$ cat src/csma_pkg.sv
// ============================================================================
// csma_pkg - shared types and constants for the CSMA backoff channel arbiter
// Register indexes, result event codes, divider request bundle and the
// fixed field widths used by the arbiter and its remainder unit.
// ============================================================================
package csma_pkg;

    // Defaults and fixed limits
    localparam int NODES_DEFAULT  = 8;
    localparam int RANGE_ENTRIES  = 4;
    localparam int RANGE_REGS     = 4;
    localparam int RANGE_LIMIT    = (RANGE_ENTRIES < RANGE_REGS) ? RANGE_ENTRIES : RANGE_REGS;
    localparam int MAX_ACTIVE     = 15;

    // Field widths
    localparam int CFG_IDX_W  = 3;
    localparam int CFG_DATA_W = 16;
    localparam int ACTIVE_W   = 4;
    localparam int LEN_W      = 16;
    localparam int ATT_CFG_W  = 3;
    localparam int RANGE_W    = 16;
    localparam int BACKOFF_W  = 16;
    localparam int ATTEMPT_W  = 2;
    localparam int TICK_W     = 32;
    localparam int BUSY_W     = 32;
    localparam int NODE_ID_W  = 3;
    localparam int COLL_W     = 4;

    // Remainder unit widths: id + t + k needs one bit above the tick counter
    localparam int DIV_DVD_W = 33;
    localparam int DIV_DSR_W = 16;

    // Register reset values
    localparam logic [ACTIVE_W-1:0]  ACTIVE_RESET  = 4'd8;
    localparam logic [LEN_W-1:0]     LEN_RESET     = 16'd20;
    localparam logic [ATT_CFG_W-1:0] ATT_RESET     = 3'd4;
    localparam int                   RANGE0_RESET  = 8;
    localparam logic [RANGE_W-1:0]   RANGE1_RESET  = 16'd16;
    localparam logic [RANGE_W-1:0]   RANGE2_RESET  = 16'd32;
    localparam logic [RANGE_W-1:0]   RANGE3_RESET  = 16'd64;

    // Configuration register indexes
    typedef enum logic [CFG_IDX_W-1:0] {
        REG_ACTIVE_NODES = 3'd0,
        REG_PACKET_LEN   = 3'd1,
        REG_MAX_ATTEMPTS = 3'd2,
        REG_RANGE_0      = 3'd3,
        REG_RANGE_1      = 3'd4,
        REG_RANGE_2      = 3'd5,
        REG_RANGE_3      = 3'd6
    } cfg_reg_t;

    // Result event codes
    typedef enum logic [1:0] {
        EV_IDLE  = 2'd0,
        EV_START = 2'd1,
        EV_CONT  = 2'd2,
        EV_COLL  = 2'd3
    } event_t;

    // Request into the shared remainder unit
    typedef struct packed {
        logic                 start;
        logic [DIV_DVD_W-1:0] dividend;
        logic [DIV_DSR_W-1:0] divisor;
    } div_req_t;

endpackage

$ cat src/csma_backoff_channel_arbiter.sv
// ============================================================================
// csma_backoff_channel_arbiter - shared channel with deterministic backoff
// Each request is one time tick. A small sequencer scans the node backoffs one
// node a cycle, pausing while its one remainder unit computes each new backoff.
// ============================================================================
// Per request: a tick with a packet in flight goes straight to the result; a countdown
// tick scans all n active nodes; a transmit start then waits for one remainder; a
// collision rescans and waits for one remainder per colliding node; a restart first
// reloads each stored node (at most 15) through the 33-step remainder unit. One request
// is in work at a time; in_ready returns in the same cycle as out_valid rises.
// Reset: asynchronous, active low; registers to defaults, backoff i to i mod 8.
module csma_backoff_channel_arbiter
    import csma_pkg::*;
#(
    parameter int NODES = NODES_DEFAULT
)
(
    input  logic                  clk,
    input  logic                  rst_n,
    // configuration write port
    input  logic                  cfg_we,
    input  logic [CFG_IDX_W-1:0]  cfg_index,
    input  logic [CFG_DATA_W-1:0] cfg_data,
    // tick requests
    input  logic                  in_valid,
    output logic                  in_ready,
    input  logic                  restart,
    // results
    output logic                  out_valid,
    input  logic                  out_ready,
    output logic [1:0]            event_res,
    output logic [NODE_ID_W-1:0]  node_id,
    output logic [COLL_W-1:0]     colliders,
    output logic [BUSY_W-1:0]     busy_total,
    output logic [TICK_W-1:0]     tick_index
);

    // Only the first fifteen nodes can ever contend
    localparam int NODE_CAP = (NODES < MAX_ACTIVE) ? NODES : MAX_ACTIVE;
    localparam int IDX_W    = $clog2(NODE_CAP);
    localparam int CNT_W    = $clog2(NODE_CAP + 1);

    typedef enum logic [8:0] {
        S_IDLE      = 9'b000000001,
        S_INIT      = 9'b000000010,
        S_INIT_WAIT = 9'b000000100,
        S_TICK      = 9'b000001000,
        S_SCAN      = 9'b000010000,
        S_SEND_WAIT = 9'b000100000,
        S_COLL      = 9'b001000000,
        S_COLL_WAIT = 9'b010000000,
        S_DONE      = 9'b100000000
    } state_t;

    state_t state_reg;
    state_t state_next;

    // Configuration
    logic [ACTIVE_W-1:0]  active_reg;
    logic [LEN_W-1:0]     len_reg;
    logic [ATT_CFG_W-1:0] max_att_reg;
    logic [RANGE_W-1:0]   range_reg [RANGE_REGS];

    // Node and channel state
    logic [BACKOFF_W-1:0] backoff_reg [NODE_CAP];
    logic [ATTEMPT_W-1:0] attempt_reg [NODE_CAP];
    logic [TICK_W-1:0]    tick_reg;
    logic [LEN_W-1:0]     busy_rem_reg;
    logic [BUSY_W-1:0]    busy_sum_reg;
    logic [NODE_ID_W-1:0] sender_reg;

    // Sequencer
    logic [CNT_W-1:0]     idx_reg;
    logic [CNT_W-1:0]     last_reg;
    logic [COLL_W-1:0]    zeros_reg;
    logic [ATTEMPT_W-1:0] att_new_reg;

    // Result under construction and result register
    event_t               res_event_reg;
    logic [NODE_ID_W-1:0] res_node_reg;
    logic [COLL_W-1:0]    res_coll_reg;
    logic                 out_valid_reg;
    event_t               out_event_reg;
    logic [NODE_ID_W-1:0] out_node_reg;
    logic [COLL_W-1:0]    out_coll_reg;
    logic [BUSY_W-1:0]    out_busy_reg;
    logic [TICK_W-1:0]    out_tick_reg;

    // Derived values
    logic [CNT_W-1:0]     n_eff;
    logic [ACTIVE_W-1:0]  n_wide;
    logic [LEN_W-1:0]     len_eff;
    logic [ATT_CFG_W-1:0] lim_eff;
    logic                 idx_valid;
    logic [BACKOFF_W-1:0] cur_backoff;
    logic [ATTEMPT_W-1:0] cur_attempt;
    logic                 cur_zero;
    logic [ATT_CFG_W-1:0] att_inc;
    logic [ATTEMPT_W-1:0] att_wrap;
    logic [RANGE_W-1:0]   mod0;
    logic [RANGE_W-1:0]   mod_sel;
    logic [BUSY_W-1:0]    busy_inc;
    logic [ACTIVE_W-1:0]  last_wide;
    logic [NODE_ID_W-1:0] last_node;
    logic                 out_free;

    // Remainder unit link
    div_req_t             div_req;
    logic                 div_done;
    logic [DIV_DSR_W-1:0] div_rem;
    logic [CNT_W-1:0]     div_id;
    logic [LEN_W-1:0]     div_k;
    logic [DIV_DSR_W-1:0] div_dsr;

    // Clamp configuration and pick the current node
    always_comb
    begin
        if (active_reg == '0)
        begin
            n_wide = ACTIVE_W'(1);
        end
        else if (active_reg > ACTIVE_W'(NODE_CAP))
        begin
            n_wide = ACTIVE_W'(NODE_CAP);
        end
        else
        begin
            n_wide = active_reg;
        end
        n_eff = CNT_W'(n_wide);

        len_eff = (len_reg == '0) ? LEN_W'(1) : len_reg;

        if (max_att_reg == '0)
        begin
            lim_eff = ATT_CFG_W'(1);
        end
        else if (max_att_reg > ATT_CFG_W'(RANGE_LIMIT))
        begin
            lim_eff = ATT_CFG_W'(RANGE_LIMIT);
        end
        else
        begin
            lim_eff = max_att_reg;
        end

        idx_valid   = idx_reg < n_eff;
        cur_backoff = backoff_reg[idx_reg[IDX_W-1:0]];
        cur_attempt = attempt_reg[idx_reg[IDX_W-1:0]];
        cur_zero    = cur_backoff == '0;

        att_inc  = ATT_CFG_W'(cur_attempt) + ATT_CFG_W'(1);
        att_wrap = (att_inc >= lim_eff) ? '0 : att_inc[ATTEMPT_W-1:0];

        mod0    = (range_reg[0] == '0) ? RANGE_W'(1) : range_reg[0];
        mod_sel = (range_reg[att_wrap] == '0) ? RANGE_W'(1) : range_reg[att_wrap];

        busy_inc  = (busy_sum_reg == '1) ? busy_sum_reg : busy_sum_reg + 1'b1;
        last_wide = ACTIVE_W'(last_reg);
        last_node = last_wide[NODE_ID_W-1:0];
        out_free  = !out_valid_reg || out_ready;
    end

    // Build the remainder request: id + t + k mod the chosen range
    always_comb
    begin
        div_req.start = 1'b0;
        div_id        = idx_reg;
        div_k         = '0;
        div_dsr       = mod0;
        unique case (state_reg)
            S_INIT:
            begin
                div_req.start = idx_reg < CNT_W'(NODE_CAP);
            end
            S_SCAN:
            begin
                div_id        = last_reg;
                div_k         = len_eff;
                div_req.start = !idx_valid && (zeros_reg == COLL_W'(1));
            end
            S_COLL:
            begin
                div_k         = LEN_W'(1);
                div_dsr       = mod_sel;
                div_req.start = idx_valid && cur_zero;
            end
            default:
            begin
                div_req.start = 1'b0;
            end
        endcase
        div_req.dividend = DIV_DVD_W'(div_id) + DIV_DVD_W'(tick_reg) + DIV_DVD_W'(div_k);
        div_req.divisor  = div_dsr;
    end

    csma_div u_div (
        .clk       (clk),
        .rst_n     (rst_n),
        .req       (div_req),
        .done      (div_done),
        .remainder (div_rem)
    );

    // Sequencer next state
    always_comb
    begin
        state_next = state_reg;
        unique case (state_reg)
            S_IDLE:
            begin
                if (in_valid)
                begin
                    state_next = restart ? S_INIT : S_TICK;
                end
            end
            S_INIT:
            begin
                state_next = (idx_reg < CNT_W'(NODE_CAP)) ? S_INIT_WAIT : S_TICK;
            end
            S_INIT_WAIT:
            begin
                if (div_done)
                begin
                    state_next = S_INIT;
                end
            end
            S_TICK:
            begin
                state_next = (busy_rem_reg != '0) ? S_DONE : S_SCAN;
            end
            S_SCAN:
            begin
                if (!idx_valid)
                begin
                    if (zeros_reg == '0)
                    begin
                        state_next = S_DONE;
                    end
                    else if (zeros_reg == COLL_W'(1))
                    begin
                        state_next = S_SEND_WAIT;
                    end
                    else
                    begin
                        state_next = S_COLL;
                    end
                end
            end
            S_SEND_WAIT:
            begin
                if (div_done)
                begin
                    state_next = S_DONE;
                end
            end
            S_COLL:
            begin
                if (!idx_valid)
                begin
                    state_next = S_DONE;
                end
                else if (cur_zero)
                begin
                    state_next = S_COLL_WAIT;
                end
            end
            S_COLL_WAIT:
            begin
                if (div_done)
                begin
                    state_next = S_COLL;
                end
            end
            S_DONE:
            begin
                if (out_free)
                begin
                    state_next = S_IDLE;
                end
            end
            default:
            begin
                state_next = S_IDLE;
            end
        endcase
    end

    always_ff @(posedge clk or negedge rst_n)
    begin
        if (!rst_n)
        begin
            state_reg <= S_IDLE;
        end
        else
        begin
            state_reg <= state_next;
        end
    end

    // Configuration writes
    always_ff @(posedge clk or negedge rst_n)
    begin
        if (!rst_n)
        begin
            active_reg   <= ACTIVE_RESET;
            len_reg      <= LEN_RESET;
            max_att_reg  <= ATT_RESET;
            range_reg[0] <= RANGE_W'(RANGE0_RESET);
            range_reg[1] <= RANGE1_RESET;
            range_reg[2] <= RANGE2_RESET;
            range_reg[3] <= RANGE3_RESET;
        end
        else if (cfg_we)
        begin
            unique case (cfg_reg_t'(cfg_index))
                REG_ACTIVE_NODES: active_reg   <= cfg_data[ACTIVE_W-1:0];
                REG_PACKET_LEN:   len_reg      <= cfg_data[LEN_W-1:0];
                REG_MAX_ATTEMPTS: max_att_reg  <= cfg_data[ATT_CFG_W-1:0];
                REG_RANGE_0:      range_reg[0] <= cfg_data[RANGE_W-1:0];
                REG_RANGE_1:      range_reg[1] <= cfg_data[RANGE_W-1:0];
                REG_RANGE_2:      range_reg[2] <= cfg_data[RANGE_W-1:0];
                REG_RANGE_3:      range_reg[3] <= cfg_data[RANGE_W-1:0];
                default:          active_reg   <= active_reg;
            endcase
        end
    end

    // Node state, channel state and sequencer counters
    always_ff @(posedge clk or negedge rst_n)
    begin
        if (!rst_n)
        begin
            tick_reg     <= '0;
            busy_rem_reg <= '0;
            busy_sum_reg <= '0;
            sender_reg   <= '0;
            idx_reg      <= '0;
            last_reg     <= '0;
            zeros_reg    <= '0;
            for (int i = 0; i < NODE_CAP; i++)
            begin
                backoff_reg[i] <= BACKOFF_W'(i % RANGE0_RESET);
                attempt_reg[i] <= '0;
            end
        end
        else
        begin
            unique case (state_reg)
                S_IDLE:
                begin
                    // accept a request; a restart clears the channel first
                    if (in_valid)
                    begin
                        idx_reg <= '0;
                        if (restart)
                        begin
                            tick_reg     <= '0;
                            busy_rem_reg <= '0;
                            busy_sum_reg <= '0;
                            sender_reg   <= '0;
                            for (int i = 0; i < NODE_CAP; i++)
                            begin
                                attempt_reg[i] <= '0;
                            end
                        end
                    end
                end
                S_INIT:
                begin
                    // hold the node index while its reload is requested
                    idx_reg <= idx_reg;
                end
                S_INIT_WAIT:
                begin
                    if (div_done)
                    begin
                        backoff_reg[idx_reg[IDX_W-1:0]] <= div_rem;
                        idx_reg <= idx_reg + 1'b1;
                    end
                end
                S_TICK:
                begin
                    idx_reg   <= '0;
                    zeros_reg <= '0;
                    if (busy_rem_reg != '0)
                    begin
                        busy_rem_reg <= busy_rem_reg - 1'b1;
                        busy_sum_reg <= busy_inc;
                    end
                end
                S_SCAN:
                begin
                    if (idx_valid)
                    begin
                        if (cur_zero)
                        begin
                            zeros_reg <= zeros_reg + 1'b1;
                            last_reg  <= idx_reg;
                        end
                        idx_reg <= idx_reg + 1'b1;
                    end
                    else if (zeros_reg == '0)
                    begin
                        // nobody ready: count every active node down
                        for (int i = 0; i < NODE_CAP; i++)
                        begin
                            if (CNT_W'(i) < n_eff)
                            begin
                                backoff_reg[i] <= backoff_reg[i] - 1'b1;
                            end
                        end
                    end
                    else
                    begin
                        idx_reg <= '0;
                    end
                end
                S_SEND_WAIT:
                begin
                    if (div_done)
                    begin
                        backoff_reg[last_reg[IDX_W-1:0]] <= div_rem;
                        attempt_reg[last_reg[IDX_W-1:0]] <= '0;
                        sender_reg   <= last_node;
                        busy_rem_reg <= len_eff - 1'b1;
                        busy_sum_reg <= busy_inc;
                    end
                end
                S_COLL:
                begin
                    if (idx_valid && !cur_zero)
                    begin
                        idx_reg <= idx_reg + 1'b1;
                    end
                end
                S_COLL_WAIT:
                begin
                    if (div_done)
                    begin
                        backoff_reg[idx_reg[IDX_W-1:0]] <= div_rem;
                        attempt_reg[idx_reg[IDX_W-1:0]] <= att_new_reg;
                        idx_reg <= idx_reg + 1'b1;
                    end
                end
                S_DONE:
                begin
                    if (out_free)
                    begin
                        tick_reg <= tick_reg + 1'b1;
                    end
                end
                default:
                begin
                    idx_reg <= '0;
                end
            endcase
        end
    end

    // Result fields and the new attempt index of a collider
    always_ff @(posedge clk)
    begin
        if (state_reg == S_COLL)
        begin
            att_new_reg <= att_wrap;
        end

        if (state_reg == S_TICK && busy_rem_reg != '0)
        begin
            res_event_reg <= EV_CONT;
            res_node_reg  <= sender_reg;
            res_coll_reg  <= '0;
        end
        else if (state_reg == S_SCAN && !idx_valid && zeros_reg == '0)
        begin
            res_event_reg <= EV_IDLE;
            res_node_reg  <= '0;
            res_coll_reg  <= '0;
        end
        else if (state_reg == S_SEND_WAIT && div_done)
        begin
            res_event_reg <= EV_START;
            res_node_reg  <= last_node;
            res_coll_reg  <= '0;
        end
        else if (state_reg == S_COLL && !idx_valid)
        begin
            res_event_reg <= EV_COLL;
            res_node_reg  <= '0;
            res_coll_reg  <= zeros_reg;
        end

        if (state_reg == S_DONE && out_free)
        begin
            out_event_reg <= res_event_reg;
            out_node_reg  <= res_node_reg;
            out_coll_reg  <= res_coll_reg;
            out_busy_reg  <= busy_sum_reg;
            out_tick_reg  <= tick_reg;
        end
    end

    // Hold the result until it is taken
    always_ff @(posedge clk or negedge rst_n)
    begin
        if (!rst_n)
        begin
            out_valid_reg <= 1'b0;
        end
        else if (state_reg == S_DONE && out_free)
        begin
            out_valid_reg <= 1'b1;
        end
        else if (out_ready)
        begin
            out_valid_reg <= 1'b0;
        end
    end

    assign in_ready   = state_reg == S_IDLE;
    assign out_valid  = out_valid_reg;
    assign event_res  = out_event_reg;
    assign node_id    = out_node_reg;
    assign colliders  = out_coll_reg;
    assign busy_total = out_busy_reg;
    assign tick_index = out_tick_reg;

    // A packet in flight has already been counted as busy time
    a_busy_counted: assert property (@(posedge clk) disable iff (!rst_n)
        (busy_rem_reg != '0) |-> (busy_sum_reg != '0))
        else $error("packet in flight without busy time");

    // Zero count never runs ahead of the scan position
    a_zeros_bounded: assert property (@(posedge clk) disable iff (!rst_n)
        (state_reg == S_SCAN) |-> (zeros_reg <= COLL_W'(idx_reg)))
        else $error("zero count exceeds scanned nodes");

    // An accepted request always starts work
    a_accept_starts: assert property (@(posedge clk) disable iff (!rst_n)
        (in_valid && in_ready) |=> (state_reg != S_IDLE))
        else $error("accepted request left the sequencer idle");

endmodule

$ cat src/csma_div.sv
// ============================================================================
// csma_div - shared restoring remainder unit
// Takes a 33-bit dividend and a non-zero 16-bit divisor, retires one dividend
// bit per cycle and pulses done with the remainder after 33 steps.
// ============================================================================
module csma_div
    import csma_pkg::*;
(
    input  logic                 clk,
    input  logic                 rst_n,
    input  div_req_t             req,
    output logic                 done,
    output logic [DIV_DSR_W-1:0] remainder
);

    localparam int STEP_W = $clog2(DIV_DVD_W + 1);

    logic                 busy_reg;
    logic                 done_reg;
    logic [STEP_W-1:0]    step_reg;
    logic [DIV_DVD_W-1:0] dvd_reg;
    logic [DIV_DSR_W-1:0] dsr_reg;
    logic [DIV_DSR_W-1:0] rem_reg;

    logic [DIV_DSR_W:0]   trial;
    logic [DIV_DSR_W:0]   diff;
    logic [DIV_DSR_W-1:0] rem_step;

    // One restoring step: bring in the next bit, subtract when it fits
    always_comb
    begin
        trial    = {rem_reg, dvd_reg[DIV_DVD_W-1]};
        diff     = trial - {1'b0, dsr_reg};
        rem_step = (trial >= {1'b0, dsr_reg}) ? diff[DIV_DSR_W-1:0]
                                               : trial[DIV_DSR_W-1:0];
    end

    // Sequence the steps
    always_ff @(posedge clk or negedge rst_n)
    begin
        if (!rst_n)
        begin
            busy_reg <= 1'b0;
            done_reg <= 1'b0;
            step_reg <= '0;
        end
        else if (req.start)
        begin
            busy_reg <= 1'b1;
            done_reg <= 1'b0;
            step_reg <= STEP_W'(DIV_DVD_W);
        end
        else if (busy_reg)
        begin
            step_reg <= step_reg - 1'b1;
            if (step_reg == STEP_W'(1))
            begin
                busy_reg <= 1'b0;
                done_reg <= 1'b1;
            end
        end
        else
        begin
            done_reg <= 1'b0;
        end
    end

    // Operand and partial remainder
    always_ff @(posedge clk)
    begin
        if (req.start)
        begin
            dvd_reg <= req.dividend;
            dsr_reg <= req.divisor;
            rem_reg <= '0;
        end
        else if (busy_reg)
        begin
            dvd_reg <= {dvd_reg[DIV_DVD_W-2:0], 1'b0};
            rem_reg <= rem_step;
        end
    end

    assign done      = done_reg;
    assign remainder = rem_reg;

    // Partial remainder stays below the divisor throughout
    a_rem_below_dsr: assert property (@(posedge clk) disable iff (!rst_n)
        busy_reg |-> (rem_reg < dsr_reg))
        else $error("partial remainder not below divisor");

    // Last step raises done in the next cycle
    a_last_step_done: assert property (@(posedge clk) disable iff (!rst_n)
        (busy_reg && !req.start && step_reg == STEP_W'(1)) |=> done_reg)
        else $error("done missing after last step");

    // No restart while a remainder is in progress
    a_no_start_busy: assert property (@(posedge clk) disable iff (!rst_n)
        req.start |-> !busy_reg)
        else $error("remainder unit started while busy");

endmodule

$ cat config.mk
export PLATFORM = sky130hd
export DESIGN_NAME = csma_backoff_channel_arbiter
export DESIGN_NICKNAME = d
export VERILOG_FILES = /design/src/csma_pkg.sv /design/src/csma_backoff_channel_arbiter.sv /design/src/csma_div.sv
export SDC_FILE = /design/constraint.sdc
export NUM_CORES = 1
export LEC_CHECK = 0
export BUFFER_PORTS_ARGS = -buffer_cell sky130_fd_sc_hd__buf_2
export CORE_MARGIN = 2
export CORE_UTILIZATION = 60
export DETAILED_ROUTE_END_ITERATION = 7
export PLACE_DENSITY = 0.77
export SLEW_MARGIN = 40
export SYNTH_ARGS = -nofsm -noshare
export SYNTH_HDL_FRONTEND = slang
export SYNTH_SLANG_ARGS = --single-unit
$ cat constraint.sdc
create_clock -name clk -period 6.9 [get_ports clk]
set_clock_uncertainty 0.1 [all_clocks]
set_input_delay 1.035 -clock clk [delete_from_list [all_inputs] [get_ports clk]]
set_output_delay 1.035 -clock clk [all_outputs]
set_load 0.01 [all_outputs]
== Word level (Yosys, flattened, before mapping) ==
Cells that the tools add are included.
Storage, ports and cells
  register bits after elaboration: 493
  bits in latches: 0
  memory bits (writable): 0
  ROM bits: 0
  input bits: 25
  output and inout port bits: 75
  word-level logic and storage cells: 304
  memories: 0
Operators by class
  $add $sub $neg: 19
  $mul: 0
  divide/modulo/power cells: 0
  magnitude comparators: 19
  equality and inequality tests: 42
  shifts and indexed selects: 0
  multiplexer cells: 108
  bitwise gates (word level): 6
  reductions and logical operators: 62
Operators with widths (number)
  $mux 128: 4
  $mux 16: 25
  $pmux 128 s3: 1
  $bwmux 128: 2
  $mux 32: 6
  $sub 16x1->16 const B: 10
  $demux 16 s3: 2
  $pmux 16 s3: 2
  $pmux 32 s3: 1
  $mux 9: 10
  $pmux 9 s9: 1
  $mux 33: 2
  $add 32x1->32 const B: 2
  $logic_not 16->1: 4
  $pmux 32 s2: 1
  $bmux 16 s3: 1
  $mux 4: 12
  $reduce_and 6->1: 8
  $add 33x16->33: 1
  $add 4x32->33: 1
  $bmux 16 s2: 1
  $eq 32x32->1 const B: 1
  $ne 2x2->1 const B: 16
  $pmux 16 s2: 1
  65 further kinds: 141

== Depth between registers and ports, before layout ==
Gate-level depths: netlist (run 1).
  word-level depth: 14
  depth in mapped cells: 19
  gate-level depth less buffers: 17

== Cells and area by module ==
From an unflattened synthesis (run 1), not the netlist that was laid out.
Second synthesis, totals
  cell total of the unflattened synthesis: 2830
  area total of the unflattened synthesis: 27431.3 um^2
Modules (own cells, without submodules)
  csma_backoff_channel_arbiter: instances 1, cells an instance 2462, area each 23321.1 um^2, seq. area each 10896.7 um^2
  csma_div: instances 1, cells an instance 368, area each 4110.2 um^2, seq. area each 1991.9 um^2

== Worst setup path before layout (run 1) ==
No wires, ideal clock.
  path type: reg2reg
  from: reg state_reg[1]
  to: reg u_div.dvd_reg[27], data pin
  setup time: 0.261 ns
  arrival time: 4.600 ns
  data required time: 6.539 ns
  slack: 1.940 ns
  stages on the path, launching flop included: 19
  buffers on the path: 2
  period minus slack after synthesis: 4.960 ns
  cell sequence: dfrtp_1 > nor4_1 > nand2_1 > nor4b_1 > buf_2 > buf_1 > mux2i_1 > fa_1 > inv_1 > ha_1 > fa_1 > a211oi_1 > o21ai_0 > nand3_1 > a21oi_1 > o21ai_1 > nand3b_1 > xor2_1 > a21oi_1
On the way
  word-level cells in the longest chain between the ends: 5
  elaborated cells between the ends (all ways): 9
  those cells by class: add/sub (2); eq/ne (3); mux (4)
RTL lines
  start: declaration: line csma_backoff_channel_arbiter.sv:55  | state_t state_reg;
  start signal: assignment: line csma_backoff_channel_arbiter.sv:297  | state_reg <= state_next;
  $eq 9x5->1: line csma_backoff_channel_arbiter.sv:171  | unique case (state_reg)
  $mux 4: line csma_backoff_channel_arbiter.sv:171
  $add 4x32->33: line csma_backoff_channel_arbiter.sv:193  | div_req.dividend = DIV_DVD_W'(div_id) + DIV_DVD_W'(tick_reg) + DIV_DVD_W'(div_k);
  $add 33x16->33: line csma_backoff_channel_arbiter.sv:193
  $mux 33 (*): line csma_div.sv:71  | if (req.start)
  end signal: assignment: line csma_div.sv:73  | dvd_reg <= req.dividend;
  end signal: assignment: line csma_div.sv:79  | dvd_reg <= {dvd_reg[DIV_DVD_W-2:0], 1'b0};
  end: declaration: line csma_div.sv:21  | logic [DIV_DVD_W-1:0] dvd_reg;
Mark *: on every way between the ends. The rest lies on a longest branch, timed or not.
A chain may end at the register's enable or synchronous reset.

== Worst setup path after layout (run 1) ==
  from: reg idx_reg[0]
  to: reg u_div.dsr_reg[0], data pin
On the way
  word-level cells in the longest chain between the ends: 14
RTL lines
  start: declaration: line csma_backoff_channel_arbiter.sv:73  | logic [CNT_W-1:0] idx_reg;
  start signal: assignment: line csma_backoff_channel_arbiter.sv:372  | idx_reg <= idx_reg;
  start signal: assignment: line csma_backoff_channel_arbiter.sv:379  | idx_reg <= idx_reg + 1'b1;
  start signal: assignment: line csma_backoff_channel_arbiter.sv:401  | idx_reg <= idx_reg + 1'b1;
  $not 3->4 (implied by the code) (*): line csma_backoff_channel_arbiter.sv:149  | cur_attempt = attempt_reg[idx_reg[IDX_W-1:0]];
  $bmux 2 s3 (*): line csma_backoff_channel_arbiter.sv:149
  $mux 2 (implied by the code) (*) (2 in series): line csma_backoff_channel_arbiter.sv:149
  $add 2x1->3 (*): line csma_backoff_channel_arbiter.sv:152  | att_inc = ATT_CFG_W'(cur_attempt) + ATT_CFG_W'(1);
  $ge 3x3->1: line csma_backoff_channel_arbiter.sv:153  | att_wrap = (att_inc >= lim_eff) ? '0 : att_inc[ATTEMPT_W-1:0];
  $mux 2 (*): line csma_backoff_channel_arbiter.sv:153
  $not 2->3 (implied by the code) (*): line csma_backoff_channel_arbiter.sv:156  | mod_sel = (range_reg[att_wrap] == '0) ? RANGE_W'(1) : range_reg[att_wrap];
  $bmux 16 s2 (*): line csma_backoff_channel_arbiter.sv:156
  $mux 16 (implied by the code) (*) (2 in series): line csma_backoff_channel_arbiter.sv:156
  $logic_not 16->1: line csma_backoff_channel_arbiter.sv:156
  $mux 16 (*): line csma_backoff_channel_arbiter.sv:156
  $mux 16 (*): line csma_backoff_channel_arbiter.sv:171
  net div_dsr[0]: line csma_backoff_channel_arbiter.sv:113  | logic [DIV_DSR_W-1:0] div_dsr;
  end signal: assignment: line csma_div.sv:74  | dsr_reg <= req.divisor;
  end: declaration: line csma_div.sv:22  | logic [DIV_DSR_W-1:0] dsr_reg;
Mark *: on every way through the listed nets, which the timed path passes. The rest lies on a longest branch. The select of a mux whose other input is x is not followed.

==> results.md, run 1 <==
- Vias: ~23,000
- Main synth FF type: dfrtp_1
- Worst path required time: 7.25 ns
- H-tree depth: 2
- Number of post-CTS setup repair buffers: 0
- Number of flops mapped to enable cells by yosys: 127
- Post-synthesis sequential area ratio: 47.56%
- Status: finished, final reports clean
- Iteration-0 DRC Markers: 2,445
- Type of origin of the critical path: flop
- Global-route wire length before repair: 118,500 um
- Max Cap Viol: 0
- Met3 WL post-DR: 5178 um
- Initial antenna violation count: 1
- Final setup margin: approximately 1.4 ns
- Clock buffers created by TritonCTS: 52
- Fin nets: 2,993
- Clock root cell: clkbuf_16
- Clock transition at path regs: roughly 0.06 ns
- Cell area after synthesis: 27,100 um^2
- Least-Margin Pin Slew: 0.9292 ns
- PwrDens: 448.0 nW/um^2
- Setup violators final: 0
- Design Power: 13.43 mW
- Clock Sink Count: 493
- RD Place Congestion: ~0.97
- Top sig layer: met4
- Post-synth top area share: 29.83%
- HPWL Detailed: about 50,000 um
- Worst Path Arrival: 5.87 ns
- VDD IR-drop max: 0.0004605 V
- Tcrit/Tclk final: 79.90%
- Initial core utilization: 61.02%
- Post-DR vias/cell: between 6 and 7
- Vias in the first global route: about 22,000
- Rows: 77
- RR Endpoint: u_div.dsr_reg[0]
- DRT Wirelength: 74,340 um
- DRC viols: 0
- Overall routing resource usage: 31.38%
- Crit path to: u_div.dsr_reg[0]
- Met1 wire length: approximately 31,000 um
- Util after Layout: 67.48%
- Synth cell count leaders: nor2_1 (336), dfrtp_1 (323), o21ai_0 (315)
- Synth area leaders: dfrtp_1 (30%), edfxtp_1 (14%), o21ai_0 (5.8%)
- Hold Vio Cnt, Final: 0
- Synthesis Warnings: 0
- Max clock buf depth: 3
- Hold_buf cts: 0
- Die X: 216.5 um
- DR WL met2: 34,830 um
- Largest net degree at the start of global routing: 142
- DIE HEIGHT: between 200 and 250 um
- Layout cell share with drive strength beyond 1: between 10 and 15%
- Core area: 44,410 um^2
- Slew HR: 37.97%
- # IOs: 100
- WS Path Type: flop to flop
- Crit Path Max Fanout: 27
- Hold Path Class: input pin to async pin
- Pre-CTS setup slack: between 1.5 and 2 ns
- Crit path from: idx_reg[0]
- Syn Nets: 2,960
- #FFs+latches synth: 493
- Post-synthesis async set-or-reset flop share: a little over two thirds
- Count leader, synth: nor2_1
- DR WL/cell: 21.05 um
- Critical path endpoint category: flop
- Reg2reg start: idx_reg[0]
- Crit path time final: ~5.5 ns
- CTS tree: done
- Buffers on Ports: slightly below 100
- Slew Viols, Final: 0
- Count of cell types in the netlist: 94
- Max Freq: 181.4 MHz
- Mean Syn Cell Area: approximately 9.5 um^2
- Reg2reg path depth: 13
- Grt ovf: 0
- RSZ-0062 raised after global routing: no
- Die area: 46,880 um^2
- Area growth, synth to finish: 10.60%
- R2r setup slk: 1.39 ns
- Lkg Pwr: 12.33 nW
- Total negative slack: 0 ns
- Max reg flops: 128
- Post-route ant nets: 0
- DR pass1 iterations: 6
- Post-Syn Instances: 2,861
- Area leader, netlist: dfrtp_1
- Post-cts sizing count: 0
- Clock Latency Late Sink: 0.61 ns
[power breakdown]
part / switching (mW) / internal [mW]
Combinational: 3.48 / 2.33
Clock: 1.22 / 1.70
Sequential: 0.925 / 3.77
[stage by stage]
stage	instance area, um^2	hold WS (ns)	std cells
global placement	28040	0.3092	3427
global route	29970	0.2015	3530
CTS	29910	0.3189	3529
detailed placement	28120	0.3141	3431
finish	29970	0.1884	3531
floorplan	27100	0.3003	2861
[placed cells by master, fill, tap and decap left out, types with 13 or more instances in the layout]
| cell | n |
|---|---|
| ha_1 | 68 |
| edfxtp_1 | 127 |
| a221oi_1 | 28 |
| a22oi_1 | 45 |
| xnor2_1 | 46 |
| nor4_1 | 49 |
| a32o_1 | 13 |
| a21oi_1 | 185 |
| nor2b_1 | 16 |
| buf_4 | 34 |
| a31oi_1 | 18 |
| a211oi_1 | 24 |
| and2_1 | 29 |
| nor2_1 | 336 |
| o21ai_0 | 314 |
| clkbuf_16 | 53 |
| nand2b_1 | 22 |
| mux2i_1 | 35 |
| nand2_1 | 199 |
| or3_1 | 37 |
| dfxtp_1 | 19 |
| o22ai_1 | 15 |
| nor3_1 | 99 |
| inv_1 | 91 |
| xor2_1 | 66 |
| dfrtp_1 | 323 |
| dfstp_2 | 21 |
| a21o_1 | 16 |
| or4_1 | 25 |
| a32oi_1 | 17 |
| nand3_1 | 58 |
| mux2_2 | 100 |
| nand4_1 | 24 |
| buf_2 | 98 |
| and3_1 | 19 |
[cells by family (layout without fill, tap and decap cells)]
group / Yosys count / count (layout) / share of synthesized area [%]
flip-flops: 493 / 493 / 47.56
other: 0 / 1 / 0
AND/OR/NAND/NOR: 998 / 998 / 18.13
buffers and inverters: 255 / 332 / 3.666
multiplexers: 136 / 136 / 5.485
AO/OA/AOI/OAI: 793 / 793 / 17.96
XOR/XNOR: 112 / 112 / 3.620
adder cells (fa/ha/maj): 74 / 74 / 3.583
[layer usage]
layer / up-vias / GRT usage (%)
met4: 0 / 12.74
li1: 10560 / -
met2: 1023 / 50.04
met1: 11290 / 43.24
met3: 191 / 4.786
met5: - / 0
[worst min path at each step]
stage	to	start	cells after the start	slack, ns
after global routing	busy_sum_reg[18]	rst_n	1	0.20
after detailed placement	node_id[1]	res_node_reg[1]	0	0.31
after floorplan	node_id[0]	res_node_reg[0]	0	0.30
after global placement	node_id[1]	res_node_reg[1]	0	0.31
after CTS	node_id[1]	res_node_reg[1]	0	0.32
final	busy_sum_reg[20]	rst_n	1	0.19
[critical path, stage by stage, from the launching register on]
cell      delay, ns
dfrtp_1        0.77
mux2_2         0.41
o221a_2        0.24
nand2_1        0.43
inv_2          0.36
ha_1           0.80
ha_1           0.34
a21oi_1        0.19
o21bai_1       0.08
buf_4          0.20
o41ai_1        0.57
a41oi_1        0.21
or4_1          0.49
o21ai_0        0.17
[cell type report]
| type | instances | area (um^2) |
|---|---|---|
| Fill cell | 3388 | 14440 |
| Timing Repair Buffer | 138 | 850.8 |
| Inverter | 96 | 360.3 |
| Sequential cell | 493 | 12890 |
| Tap cell | 592 | 740.7 |
| Clock inverter | 31 | 354.1 |
| Multi-Input combinational cell | 2113 | 13340 |
| Clock buffer | 67 | 1429 |
| Antenna cell | 1 | 2.502 |
Power figures use the tool's default switching activity.
==> inputs of run 2 (changes only) <==
==> constraint.sdc (replaced) <==
create_clock -name clk -period 5.2 [get_ports clk]
set_clock_uncertainty 0.1 [all_clocks]
set_input_delay 0.78 -clock clk [delete_from_list [all_inputs] [get_ports clk]]
set_output_delay 0.78 -clock clk [all_outputs]
set_load 0.01 [all_outputs]
==> run 2 against run 1 <==
- non-clock buffer count grew 30
- clock power up 36%
- flip-flop and latch count stayed put
- core utilization rose by 0.53 points
- setup slack worse by 1.0 ns
- total power is 35% higher
- critical path depth grew 3
- global-route usage grew 0.83 points
- wire length rose by 1.5%
- sequential share of layout area down 0.33 points
- fmax is 15% higher
- final cell count grew 0.76%
- critical path type unchanged
- critical endpoint is now u_div.dvd_reg[32]
==> results.md, run 2 (synthesized netlist as in run 1, its figures left out) <==
- Most common cell after layout, fill and taps aside: nor2_1
- Least-Margin Pin Slew: 0.9542 ns (+0.02501 ns)
- Max Freq: 207.8 MHz (+15%)
- ANT cells: 0 (-1)
- Final setup margin: 0.3878 ns (-0.9990 ns)
- Iteration-0 DRC Markers: 2,569 (+5.1%)
- Core area: 44,410 um^2 (unchanged)
- Filler instances: 3,380 (-0.24%)
- Fin nets: 3,022 (+0.97%)
- Storage cell area: 12,890 um^2 (unchanged)
- Multi-input logic area: 13,310 um^2 (-0.25%)
- Largest net degree at the start of global routing: 102 (-28%)
- Slowest CP cell: fa_1
- Hold Vio Cnt, Final: 0 (unchanged)
- R2r setup slk: 0.39 ns (-1.00 ns)
- Post-Place Cell Area: 28,350 um^2 (+0.82%)
- Reg2reg path depth: 16 (+3)
- Setup violators final: 0 (unchanged)
- DRT Wirelength: 75,460 um (+1.5%)
- Slew Viols, Final: 0 (unchanged)
- RSZ-0062 raised after global routing: no
- Cell area after layout: 30,210 um^2 (+0.78%)
- Critical path endpoint category: flop
- Post-route ant nets: 0 (unchanged)
- Overall routing resource usage: 32.21% (+0.83 points)
- Sw frac: 41.62% (-0.28 points)
- Initial antenna violation count: 2 (+1)
- CTS tree: done
- Slew HR: 36.30% (-1.7 points)
- Worst path required time: 5.47 ns (-1.78 ns)
- Hold Path Class: input pin to flop
- Sequential power share: 34.3% (-0.7 points)
- Global-route wire length before repair: 120,700 um (+1.9%)
- Min-Delay Endpoint: state_reg[0]
- Clock root cell: clkbuf_16
- VDD IR-drop max: 0.0006814 V (+48%)
- Reg2reg start: state_reg[1]
- Die X: 216.5 um (unchanged)
- Max reg flops: 128 (unchanged)
- Vias in the first global route: 22,330 (+1.8%)
- Total negative slack: 0 ns (unchanged)
- DR pass1 iterations: 6 (unchanged)
- CP Cell Sequence: nor4_1 > nand2_1 > nor4b_2 > buf_12 > mux2i_1 > fa_1 > inv_1 > ha_1 > a21oi_1 > o2111ai_1 > a31oi_1 > o22ai_1 > o21a_1 > nand3_1 > nor2_1 > mux2_2
- Clock transition at path regs: 0.06 ns (about the same)
- Max clock buf depth: 3 (unchanged)
- HPWL Detailed: 51,890 um (+3.4%)
- Layout cell share with drive strength beyond 1: 14.46% (+0.61 points)
- Vias: 23,260 (+0.88%)
- PwrDens: 598.1 nW/um^2 (+33%)
- Grt ovf: 0 (unchanged)
- Number of post-CTS setup repair buffers: 0 (unchanged)
- Most frequent cells in the layout: nor2_1 (336), dfrtp_1 (322), o21ai_0 (314), nand2_1 (199), a21oi_1 (185)
- Lkg Pwr: 12.51 nW (+1.5%)
- Type of origin of the critical path: flop
- Post-DR vias/cell: 6.538 (+0.11%)
- Net Sw Power: 7.518 mW (+34%)
- Pre-CTS setup slack: 0.4144 ns (-1.099 ns)
- Clock Latency Late Sink: 0.62 ns (about the same)
- Tcrit/Tclk final: 92.54% (+13 points)
- Clock Sink Count: 493 (unchanged)
- WS Path Type: flop to flop
- Hold Path Depth: 2
- DIE HEIGHT: 216.5 um (unchanged)
- # IOs: 100 (unchanged)
- Clock buffers created by TritonCTS: 51 (-1.9%)
- Initial core utilization: 61.02% (unchanged)
- H-tree depth: 2 (unchanged)
- Crit Path Max Fanout: 30 (+11%)
- Clock power share: 21.9% (+0.2 points)
- Worst Path Arrival: 5.08 ns (-0.79 ns)
- DR WL/cell: 21.21 um (+0.74%)
- Buffers on Ports: 99 (unchanged)
- Hold_sp: in_valid
- RD Place Congestion: 0.9546 (-1.7%)
- Crit path time final: 4.812 ns (-0.7010 ns)
- Design Power: 18.06 mW (+35%)
- Comb pwr share: 43.8% (+0.6 points)
- Status: finished, final reports clean
- Rows: 77 (unchanged)
- Die area: 46,880 um^2 (unchanged)
- Cell-internal power: 10.55 mW (+35%)
- Max Cap Viol: 0 (unchanged)
- DRC viols: 0 (unchanged)
- RR Endpoint: u_div.dvd_reg[32]
- Crit-path max cell delay: 0.47 ns (-0.33 ns)
- Area growth, synth to finish: 11.46%
==> run 2: power groups by stage <==
stage	clock network, mW	logic (mW)	registers, mW
2_1_floorplan	0	6.09	5.60
3_3_place_gp	0	7.35	6.16
3_5_place_dp	0	7.69	6.20
4_1_cts	4.00	7.76	6.14
5_1_grt	4.13	8.82	6.30
6_report	3.96	7.92	6.19
==> run 2: metal layers <==
| metal | vias up | share of wire, % | track usage, % |
|---|---|---|---|
| met2 | 1048 | 46 | 51.16 |
| met4 | 2 | 4.5 | 14.86 |
| met3 | 226 | 7.7 | 5.235 |
| met5 | - | 0.023 | 0 |
| met1 | 11360 | 41 | 43.62 |
| li1 | 10630 | - | - |
==> run 2: cell type report <==
class                   instances  area share [%]
multi-input cells            2113           44.06
flip-flops and latches        493           42.68
clock buffers                  68           4.673
well taps                     592           2.452
clock inverters                28           1.317
repair buffers                168           3.625
inverters                      96           1.193
==> run 2: how the worst max path moves through the flow <==
stage                     slack (ns)    startpoint                end
after floorplan                 0.24  state_reg[1]  u_div.dvd_reg[27]
after global placement          0.51  state_reg[1]  u_div.dvd_reg[32]
after detailed placement        0.41  state_reg[1]  u_div.dvd_reg[25]
after CTS                       0.39  state_reg[1]  u_div.dvd_reg[25]
after global routing           0.004  state_reg[1]  u_div.dvd_reg[32]
final                           0.39  state_reg[1]  u_div.dvd_reg[32]
==> run 2: timing repair <==
item	in CTS	in global routing
resized for setup	0	1
hold buffers	1	0
hold endpoints to repair	26	0
endpoints found under the setup margin	0	1
==> run 2: critical path: cells and delay by family, from the launching register on <==
| kind | cells | cell delay [ns] |
|---|---|---|
| AO/OA/AOI/OAI | 5 | 1.29 |
| multiplexers | 2 | 0.58 |
| buffers and inverters | 2 | 0.35 |
| adder cells (fa/ha/maj) | 2 | 0.71 |
| flip-flops | 1 | 0.45 |
| AND/OR/NAND/NOR | 5 | 1.08 |
==> run 2: stage by stage <==
| step | utilization, % | hold WS, ns | std cells |
|---|---|---|---|
| 2_1_floorplan | - | 0.3003 | 2861 |
| 3_3_place_gp | 63.63 | 0.3083 | 3455 |
| 3_5_place_dp | 63.84 | 0.3146 | 3461 |
| 4_1_cts | 67.94 | 0.2784 | 3558 |
| 5_1_grt | 68.01 | 0.3000 | 3558 |
| 6_report | 68.01 | 0.2997 | 3558 |
